**src/rtl/bjsq_pkg.sv**
```systemverilog
package bjsq_pkg;

  // Longest output sequence of one request: open quote, six-byte escape,
  // close quote and terminator.
  localparam int unsigned SEQ_MAX = 9;
  localparam int unsigned SEQ_LEN_W = 4;
  localparam int unsigned ESC_MAX = 6;
  localparam int unsigned CAP_W = 16;
  localparam int unsigned COUNT_W = 17;

  localparam logic [CAP_W-1:0] CAP_RESET = 16'd4096;
  localparam logic [CAP_W-1:0] CAP_MIN_OPEN = 16'd3;

  localparam logic [7:0] CH_QUOTE = 8'h22;
  localparam logic [7:0] CH_BSLASH = 8'h5c;
  localparam logic [7:0] CH_NL = 8'h0a;
  localparam logic [7:0] CH_CR = 8'h0d;
  localparam logic [7:0] CH_TAB = 8'h09;
  localparam logic [7:0] CH_N = 8'h6e;
  localparam logic [7:0] CH_R = 8'h72;
  localparam logic [7:0] CH_T = 8'h74;
  localparam logic [7:0] CH_U = 8'h75;
  localparam logic [7:0] CH_ZERO = 8'h30;
  localparam logic [7:0] CH_LOW_A = 8'h61;
  localparam logic [7:0] CH_CTRL_END = 8'h20;
  localparam logic [7:0] CH_NUL = 8'h00;

  typedef logic [7:0] byte_t;

  // Bytes produced by one request, in order.
  typedef struct packed {
    byte_t [SEQ_MAX-1:0] bytes;
    logic [SEQ_LEN_W-1:0] len;
    logic term;
  } seq_t;

  // Per-string tracking state.
  typedef struct packed {
    logic opened;
    logic [COUNT_W-1:0] written_count;
    logic stopped;
  } str_state_t;

  typedef struct packed {
    byte_t [ESC_MAX-1:0] bytes;
    logic [2:0] len;
  } esc_t;

  function automatic byte_t hex_digit(input logic [3:0] v);
    byte_t d;
    if (v < 4'd10) begin
      d = CH_ZERO + {4'd0, v};
    end else begin
      d = CH_LOW_A + {4'd0, v} - 8'd10;
    end
    return d;
  endfunction

  // JSON escape of one text byte.
  function automatic esc_t escape_of(input byte_t c);
    esc_t e;
    e.bytes = '0;
    e.len = 3'd2;
    e.bytes[0] = CH_BSLASH;
    case (c)
      CH_QUOTE: e.bytes[1] = CH_QUOTE;
      CH_BSLASH: e.bytes[1] = CH_BSLASH;
      CH_NL: e.bytes[1] = CH_N;
      CH_CR: e.bytes[1] = CH_R;
      CH_TAB: e.bytes[1] = CH_T;
      default: begin
        if (c < CH_CTRL_END) begin
          e.bytes[1] = CH_U;
          e.bytes[2] = CH_ZERO;
          e.bytes[3] = CH_ZERO;
          e.bytes[4] = hex_digit(c[7:4]);
          e.bytes[5] = hex_digit(c[3:0]);
          e.len = 3'd6;
        end else begin
          e.bytes[0] = c;
          e.len = 3'd1;
        end
      end
    endcase
    return e;
  endfunction

endpackage

```
**src/rtl/bjsq_expand.sv**
```systemverilog
module bjsq_expand (
  input  logic [7:0]                 byte_in,
  input  logic                       byte_valid,
  input  logic                       last,
  input  logic [bjsq_pkg::CAP_W-1:0] capacity,
  input  bjsq_pkg::str_state_t       state,
  output bjsq_pkg::str_state_t       state_next,
  output bjsq_pkg::seq_t             seq
);
  import bjsq_pkg::*;

  esc_t esc;
  logic open_now;
  logic open_ok;
  logic [COUNT_W-1:0] wc0;
  logic [COUNT_W-1:0] wc1;
  logic stop0;
  logic stop1;
  logic fits;
  logic emit_text;
  logic [COUNT_W:0] need;
  logic [SEQ_LEN_W-1:0] pos;

  // Open, escape and close decisions for one request.
  always_comb begin
    esc = escape_of(byte_in);
    open_now = !state.opened;
    open_ok = capacity >= CAP_MIN_OPEN;
    wc0 = open_now ? (open_ok ? COUNT_W'(1) : '0) : state.written_count;
    stop0 = open_now ? !open_ok : state.stopped;
    need = {1'b0, wc0} + (COUNT_W+1)'(esc.len) + (COUNT_W+1)'(2);
    fits = need <= (COUNT_W+1)'(capacity);
    emit_text = byte_valid && !stop0 && (byte_in != CH_NUL) && fits;
    stop1 = stop0 || (byte_valid && ((byte_in == CH_NUL) || !fits));
    wc1 = emit_text ? wc0 + COUNT_W'(esc.len) : wc0;

    state_next.opened = !last;
    state_next.written_count = last ? '0 : wc1;
    state_next.stopped = last ? 1'b0 : stop1;
  end

  // Lay the output bytes out in order.
  always_comb begin
    seq.bytes = '0;
    seq.term = 1'b0;
    pos = '0;
    if (open_now && open_ok) begin
      seq.bytes[0] = CH_QUOTE;
      pos = SEQ_LEN_W'(1);
    end
    if (emit_text) begin
      for (int j = 0; j < ESC_MAX; j++) begin
        if (3'(j) < esc.len) begin
          seq.bytes[pos + SEQ_LEN_W'(j)] = esc.bytes[j];
        end
      end
      pos = pos + SEQ_LEN_W'(esc.len);
    end
    if (last) begin
      if (wc1 != '0) begin
        seq.bytes[pos] = CH_QUOTE;
        seq.bytes[pos + SEQ_LEN_W'(1)] = CH_NUL;
        pos = pos + SEQ_LEN_W'(2);
        seq.term = 1'b1;
      end else if (capacity != '0) begin
        seq.bytes[pos] = CH_NUL;
        pos = pos + SEQ_LEN_W'(1);
        seq.term = 1'b1;
      end
    end
    seq.len = pos;
  end

endmodule

```
**src/rtl/bjsq_drain.sv**
```systemverilog
module bjsq_drain (
  input  logic                 clk,
  input  logic                 rst,
  input  logic                 load,
  input  bjsq_pkg::seq_t       seq_in,
  output logic                 ready,
  output logic                 out_valid,
  input  logic                 out_stall,
  output logic [7:0]           out_byte,
  output logic                 run_last,
  output logic                 string_end
);
  import bjsq_pkg::*;

  byte_t [SEQ_MAX-1:0] buf_bytes;
  logic [SEQ_LEN_W-1:0] buf_len;
  logic [SEQ_LEN_W-1:0] buf_pos;
  logic buf_term;
  logic out_free;
  logic have;
  logic move;
  logic final_byte;

  assign out_free = !out_valid || !out_stall;
  assign have = buf_pos != buf_len;
  assign move = have && out_free;
  assign final_byte = (buf_pos + SEQ_LEN_W'(1)) == buf_len;
  // A new request may enter once the buffered sequence is gone by the edge.
  assign ready = !have || (move && final_byte);

  // Sequence buffer and read pointer.
  always_ff @(posedge clk) begin
    if (rst) begin
      buf_len <= '0;
      buf_pos <= '0;
    end else if (load) begin
      buf_len <= seq_in.len;
      buf_pos <= '0;
    end else if (move) begin
      buf_pos <= buf_pos + SEQ_LEN_W'(1);
    end
  end

  always_ff @(posedge clk) begin
    if (load) begin
      buf_bytes <= seq_in.bytes;
      buf_term <= seq_in.term;
    end
  end

  // Output register.
  always_ff @(posedge clk) begin
    if (rst) begin
      out_valid <= 1'b0;
    end else if (move) begin
      out_valid <= 1'b1;
    end else if (!out_stall) begin
      out_valid <= 1'b0;
    end
  end

  always_ff @(posedge clk) begin
    if (move) begin
      out_byte <= buf_bytes[buf_pos];
      run_last <= final_byte;
      string_end <= final_byte && buf_term;
    end
  end

  // The read pointer never runs past the sequence.
  assert property (@(posedge clk) disable iff (rst) buf_pos <= buf_len)
    else $error("read pointer past sequence length");

  // A terminator always closes the request's results.
  assert property (@(posedge clk) disable iff (rst)
    out_valid && string_end |-> run_last && (out_byte == CH_NUL))
    else $error("terminator not final or not zero");

  // A load only happens when the buffer is drained or draining.
  assert property (@(posedge clk) disable iff (rst)
    load |-> !have || (move && final_byte))
    else $error("sequence overwritten before drained");

  // A taken byte moves the pointer forward by one.
  assert property (@(posedge clk) disable iff (rst)
    move && !load |=> buf_pos == $past(buf_pos) + SEQ_LEN_W'(1))
    else $error("read pointer did not advance");

endmodule

```
**src/rtl/bounded_json_string_quote.sv**
```systemverilog
// Quotes and escapes a text, one byte per request, as a JSON string bounded by
// the capacity register. Each request produces zero to nine output bytes:
// the opening quote on a string's first request, the byte or its escape, and
// the closing quote plus zero terminator on the request marked last. A
// request is expanded combinationally into a small sequence buffer that feeds
// a registered output. Plain bytes stream at one per cycle while the output is
// not stalled. The input stalls while the buffer drains, one byte per cycle
// when the output is not stalled; the next request is taken as the last
// buffered byte moves to the output. Capacity may only be written while the
// block is idle.
module bounded_json_string_quote (
  input  logic        clk,
  input  logic        rst,
  input  logic        cfg_write,
  input  logic [15:0] cfg_data,
  input  logic        in_valid,
  output logic        in_stall,
  input  logic [7:0]  byte_in,
  input  logic        byte_valid,
  input  logic        last,
  output logic        out_valid,
  input  logic        out_stall,
  output logic [7:0]  out_byte,
  output logic        run_last,
  output logic        string_end
);
  import bjsq_pkg::*;

  logic [CAP_W-1:0] capacity;
  str_state_t state;
  str_state_t state_next;
  seq_t seq;
  logic ready;
  logic accept;

  assign in_stall = !ready;
  assign accept = in_valid && ready;

  // Capacity register.
  always_ff @(posedge clk) begin
    if (rst) begin
      capacity <= CAP_RESET;
    end else if (cfg_write) begin
      capacity <= cfg_data;
    end
  end

  // String state advances with every accepted request.
  always_ff @(posedge clk) begin
    if (rst) begin
      state <= '0;
    end else if (accept) begin
      state <= state_next;
    end
  end

  bjsq_expand u_expand (
    .byte_in    (byte_in),
    .byte_valid (byte_valid),
    .last       (last),
    .capacity   (capacity),
    .state      (state),
    .state_next (state_next),
    .seq        (seq)
  );

  bjsq_drain u_drain (
    .clk        (clk),
    .rst        (rst),
    .load       (accept),
    .seq_in     (seq),
    .ready      (ready),
    .out_valid  (out_valid),
    .out_stall  (out_stall),
    .out_byte   (out_byte),
    .run_last   (run_last),
    .string_end (string_end)
  );

endmodule

```
**config.mk**
```make
export PLATFORM = sky130hd
export DESIGN_NAME = bounded_json_string_quote
export DESIGN_NICKNAME = d
export VERILOG_FILES = /design/src/rtl/bjsq_pkg.sv /design/src/rtl/bjsq_expand.sv /design/src/rtl/bjsq_drain.sv /design/src/rtl/bounded_json_string_quote.sv
export SDC_FILE = /design/constraint.sdc
export NUM_CORES = 1
export LEC_CHECK = 0
export ABC_AREA = 1
export ABC_CLOCK_PERIOD_IN_PS = 7450
export BUFFER_PORTS_ARGS = -buffer_cell sky130_fd_sc_hd__buf_2
export CAP_MARGIN = 20
export CORE_ASPECT_RATIO = 1.75
export CORE_MARGIN = 1.5
export CORE_UTILIZATION = 56
export CTS_CLUSTER_SIZE = 30
export DETAILED_ROUTE_END_ITERATION = 7
export PLACE_DENSITY = 0.77
export SLEW_MARGIN = 20
export SYNTH_ARGS = -nofsm -noshare
export SYNTH_HDL_FRONTEND = slang
export SYNTH_SLANG_ARGS = --single-unit
```
**constraint.sdc**
```tcl
create_clock -name clk -period 7.45 [get_ports clk]
set_clock_uncertainty 0.1 [all_clocks]
set_input_delay 1.8625 -clock clk [delete_from_list [all_inputs] [get_ports clk]]
set_output_delay 1.8625 -clock clk [all_outputs]
set_load 0.05 [all_outputs]
```
==> results.toml <==
[clocking]
clk_root_buffer_cell = "clkbuf_16"
clock_tree_from_tritoncts = "built"
count_of_hold_buffers_inserted_by_post_cts_repair = 0
htree_num_levels = 3
clk_pin_slew_ns = 0.09
clock_latency_ns = 0.36
cts_inserted_buffers = 9
numClockSinks = 104
cts.path.max_buffers = 2

[final_layout]
insertedDiodeCount = 0
finalNetCount = 1331
layout_commonest_cell = "nand2_1"
flow.area_growth_from_synthesis_pct = 21.7
filler_cell_count = 1215
highest_count_cells_in_the_layout_ignoring_fill_and_taps = "272 x nand2_1, 133 x inv_1, 129 x buf_4"
final_layout_size_suffix_gt1_share_pct = 19.9

[die]
die_height_um = 158
die_x_um = 91.8
initial_utilization_pct = 57.4
io-pin-count = 43
design.die.area_sq_mm = 0.0145
coreArea_sq_mm = 0.0135
fp-row-count = 56

[setup_path]
required_ns = 7.47
timing.reg2reg.setup_slack_ns = 1.71
cp-end-kind = "flip-flop"
critical_path.max_fanout = 5
crit_type = "in -> reg"
cp.arrival_ns = 7.17
timing.critical_path.mode_cell = "nand2_1"
worst_path_largest_cell_delay_ns = 0.31
startpoint_kind_of_the_worst_setup_timing_path = "input port"
slowest_stage = "ha_1"

[min_path]
worstHoldPathType = "reg -> reg"

[routing]
drt-pass1-iter-count = 6
drt_drc_violations_left = 0
met3WireLength_um = 1280
dr_total_vias = 8224
detail_route.wl_per_cell_um = 18.3
wl_met2_um = 13900
detail_route.iter0.violations = 465
routed_via_density = 5.72
drt_wl_total_um = 26300
detail-route-antenna-nets = 0
maxUsedRoutingLayer = "met4"
detail_route.wirelength.met1_um = 8170

[grt]
grt_antenna_before_repair = 0
grt_first_pass_wirelength_um = 40200
grt_max_degree = 53
grt_overflow = 0
grt_util_all_layers_pct = 36.9
grt_pass1_vias = 8066

[logic_synthesis]
synth_warnings = 0
post_synth_inst_count = 1112
synth-edff-count = 60
synth.lib_cells_used.distinct = 49
synth_area_per_cell_sq_um = 6.95
seq_area_frac_synth_pct = 34.7
synth-seq-cells = 104
synth_largest_area_cell = "edfxtp_1"
async_flop_share_pct = 0
synth.top_cell.area_share_pct = 23.3
netlist_area_before_placement_sq_mm = 0.00773
netlist_top_cells_area = "edfxtp_1 23%, nand2_1 13%, dfxtp_1 11%"
synth_ff_type = "edfxtp_1"

[outcome]
outcome = "finished clean"

[placement]
place_congestion = 1.02
placement.io_buffers = 42
hpwlAfterDp_um = 20400
dpl_worst_slack_ns = -0.371

[power]
fraction_of_power_consumed_by_combinational_cells_pct = 46.0
p_switching_mw = 1.17
cellLeakagePower_nw = 4.53
clock_power_share_pct = 18.8
seq_power_share_pct = 35.2
pwr_density_cell_mw_per_mm2 = 282
p_int_mw = 1.48
maximum_vdd_drop_v = 0.000287
power.switching_fraction_pct = 44.2

[timing]
finalSetupViolCount = 0
timing.final.hold_violations = 0
relSlewSlack_pct = 33.4
worst_path_setup_slack_after_routing_ns = 0.294
tightest_slew_ns = 0.995
layout_min_cycle_time_ns = 7.16
maxSlewViolCount = 0
hold_slack_ns = 0.374
maxClockFrequency_mhz = 140
layout_worst_path_cycle_share_pct = 96.1

[run]
max_cap_viol_count = 0
cell type report:
class | instances | area [sq um] | share of cell area, %
clock buffer | 9 | 225 | 2.39
sequential | 104 | 2680 | 28.5
inverter | 148 | 558 | 5.93
clock inverter | 7 | 86.3 | 0.918
tap | 174 | 218 | 2.31
multi-input combinational | 822 | 4410 | 46.8
timing repair buffer | 174 | 1230 | 13.1
worst max-delay path, delay by kind of cell:
kind / cells / cell delay [ns]
AND/OR/NAND/NOR: 26 / 2.46
buffers and inverters: 13 / 1.46
adder cells (fa/ha/maj): 4 / 1.08
XOR/XNOR: 1 / 0.28
sequential cells by signal (all words and copies together), names as in the netlist:
register / cells
u_drain.buf_bytes: 49
u_drain.buf_pos: 4
u_drain.run_last: 1
u_drain.buf_len: 4
u_drain.out_valid: 1
capacity: 16
u_drain.out_byte: 8
state: 19
u_drain.buf_term: 1
u_drain.string_end: 1
per-layer routing:
| layer | vias to the layer above | track usage, % |
|---|---|---|
| met4 | 0 | 37.4 |
| met1 | 3748 | 32.0 |
| met3 | 154 | 5.92 |
| met5 | - | 0 |
| met2 | 375 | 69.0 |
| li1 | 3947 | - |
synth_stat cells, types with 2 or more instances:
library cell,instances
nand2_1,277
inv_1,135
nor2_1,121
o21ai_0,87
nand3_1,78
edfxtp_1,60
a21oi_1,52
dfxtp_1,44
ha_1,39
nand4_1,35
xor2_1,30
clkbuf_1,24
nor3_1,19
o21ai_1,11
inv_2,9
buf_2,8
nand2_2,8
nor2_2,8
o22ai_1,6
buf_6,5
o21a_1,5
o211ai_1,4
xnor2_1,4
a21boi_0,3
a221oi_1,3
nor2_4,3
a31oi_1,2
buf_4,2
clkinv_1,2
clkinv_2,2
fa_1,2
nand2_4,2
nor4_1,2
o2111ai_1,2
o21ai_2,2
o221ai_1,2
or2_2,2
logic make-up after synthesis:
| logic type | after synthesis | synth area share (%) |
|---|---|---|
| DFF | 104 | 34.7 |
| adders and majority gates | 41 | 6.83 |
| AOI/OAI and AO/OA | 184 | 13.1 |
| xor gates and xnor gates | 34 | 3.85 |
| and+or+nand+nor | 560 | 31.6 |
| other | 1 | 0.0485 |
| buffers and inverters | 188 | 9.88 |
what timing repair did:
action | 4_1_cts | 5_1_grt
gates resized for setup | 2 | 26
buffers inserted | 0 | 3
pin swaps | 0 | 5
endpoints found under the setup margin | 3 | 51
final timing paths:
path         cells past startpoint                startpoint                              end
max                             44                byte_in[7]  u_drain.buf_bytes[50]$_DFFE_PP_
min                              2     state[1]$_SDFFE_PP0P_            state[1]$_SDFFE_PP0P_
max reg2reg                     43  capacity[0]$_SDFFE_PP0P_  u_drain.buf_bytes[50]$_DFFE_PP_
min reg2reg                      2     state[1]$_SDFFE_PP0P_            state[1]$_SDFFE_PP0P_
per-stage QoR:
step                instances  setup TNS, ns  util [%]  area (sq um)  power [mW]
detailed placement       1419          -7.41      66.5          8950        2.11
finish                   1438              0      69.9          9410        2.65
global route             1438         -0.140      69.9          9410        2.80
global placement         1419          -2.02      66.5          8950        2.09
floorplan                1114              0         -          7740        1.67
CTS                      1435              0      68.9          9270        2.60
power groups by stage:
stage	combinational [mW]	sequential [mW]	clock, mW
floorplan	0.649	1.02	0
global placement	1.15	0.939	0
detailed placement	1.17	0.942	0
CTS	1.17	0.929	0.501
global route	1.33	0.942	0.524
finish	1.22	0.932	0.499
Note: power is estimated with default switching activity, not from simulation.
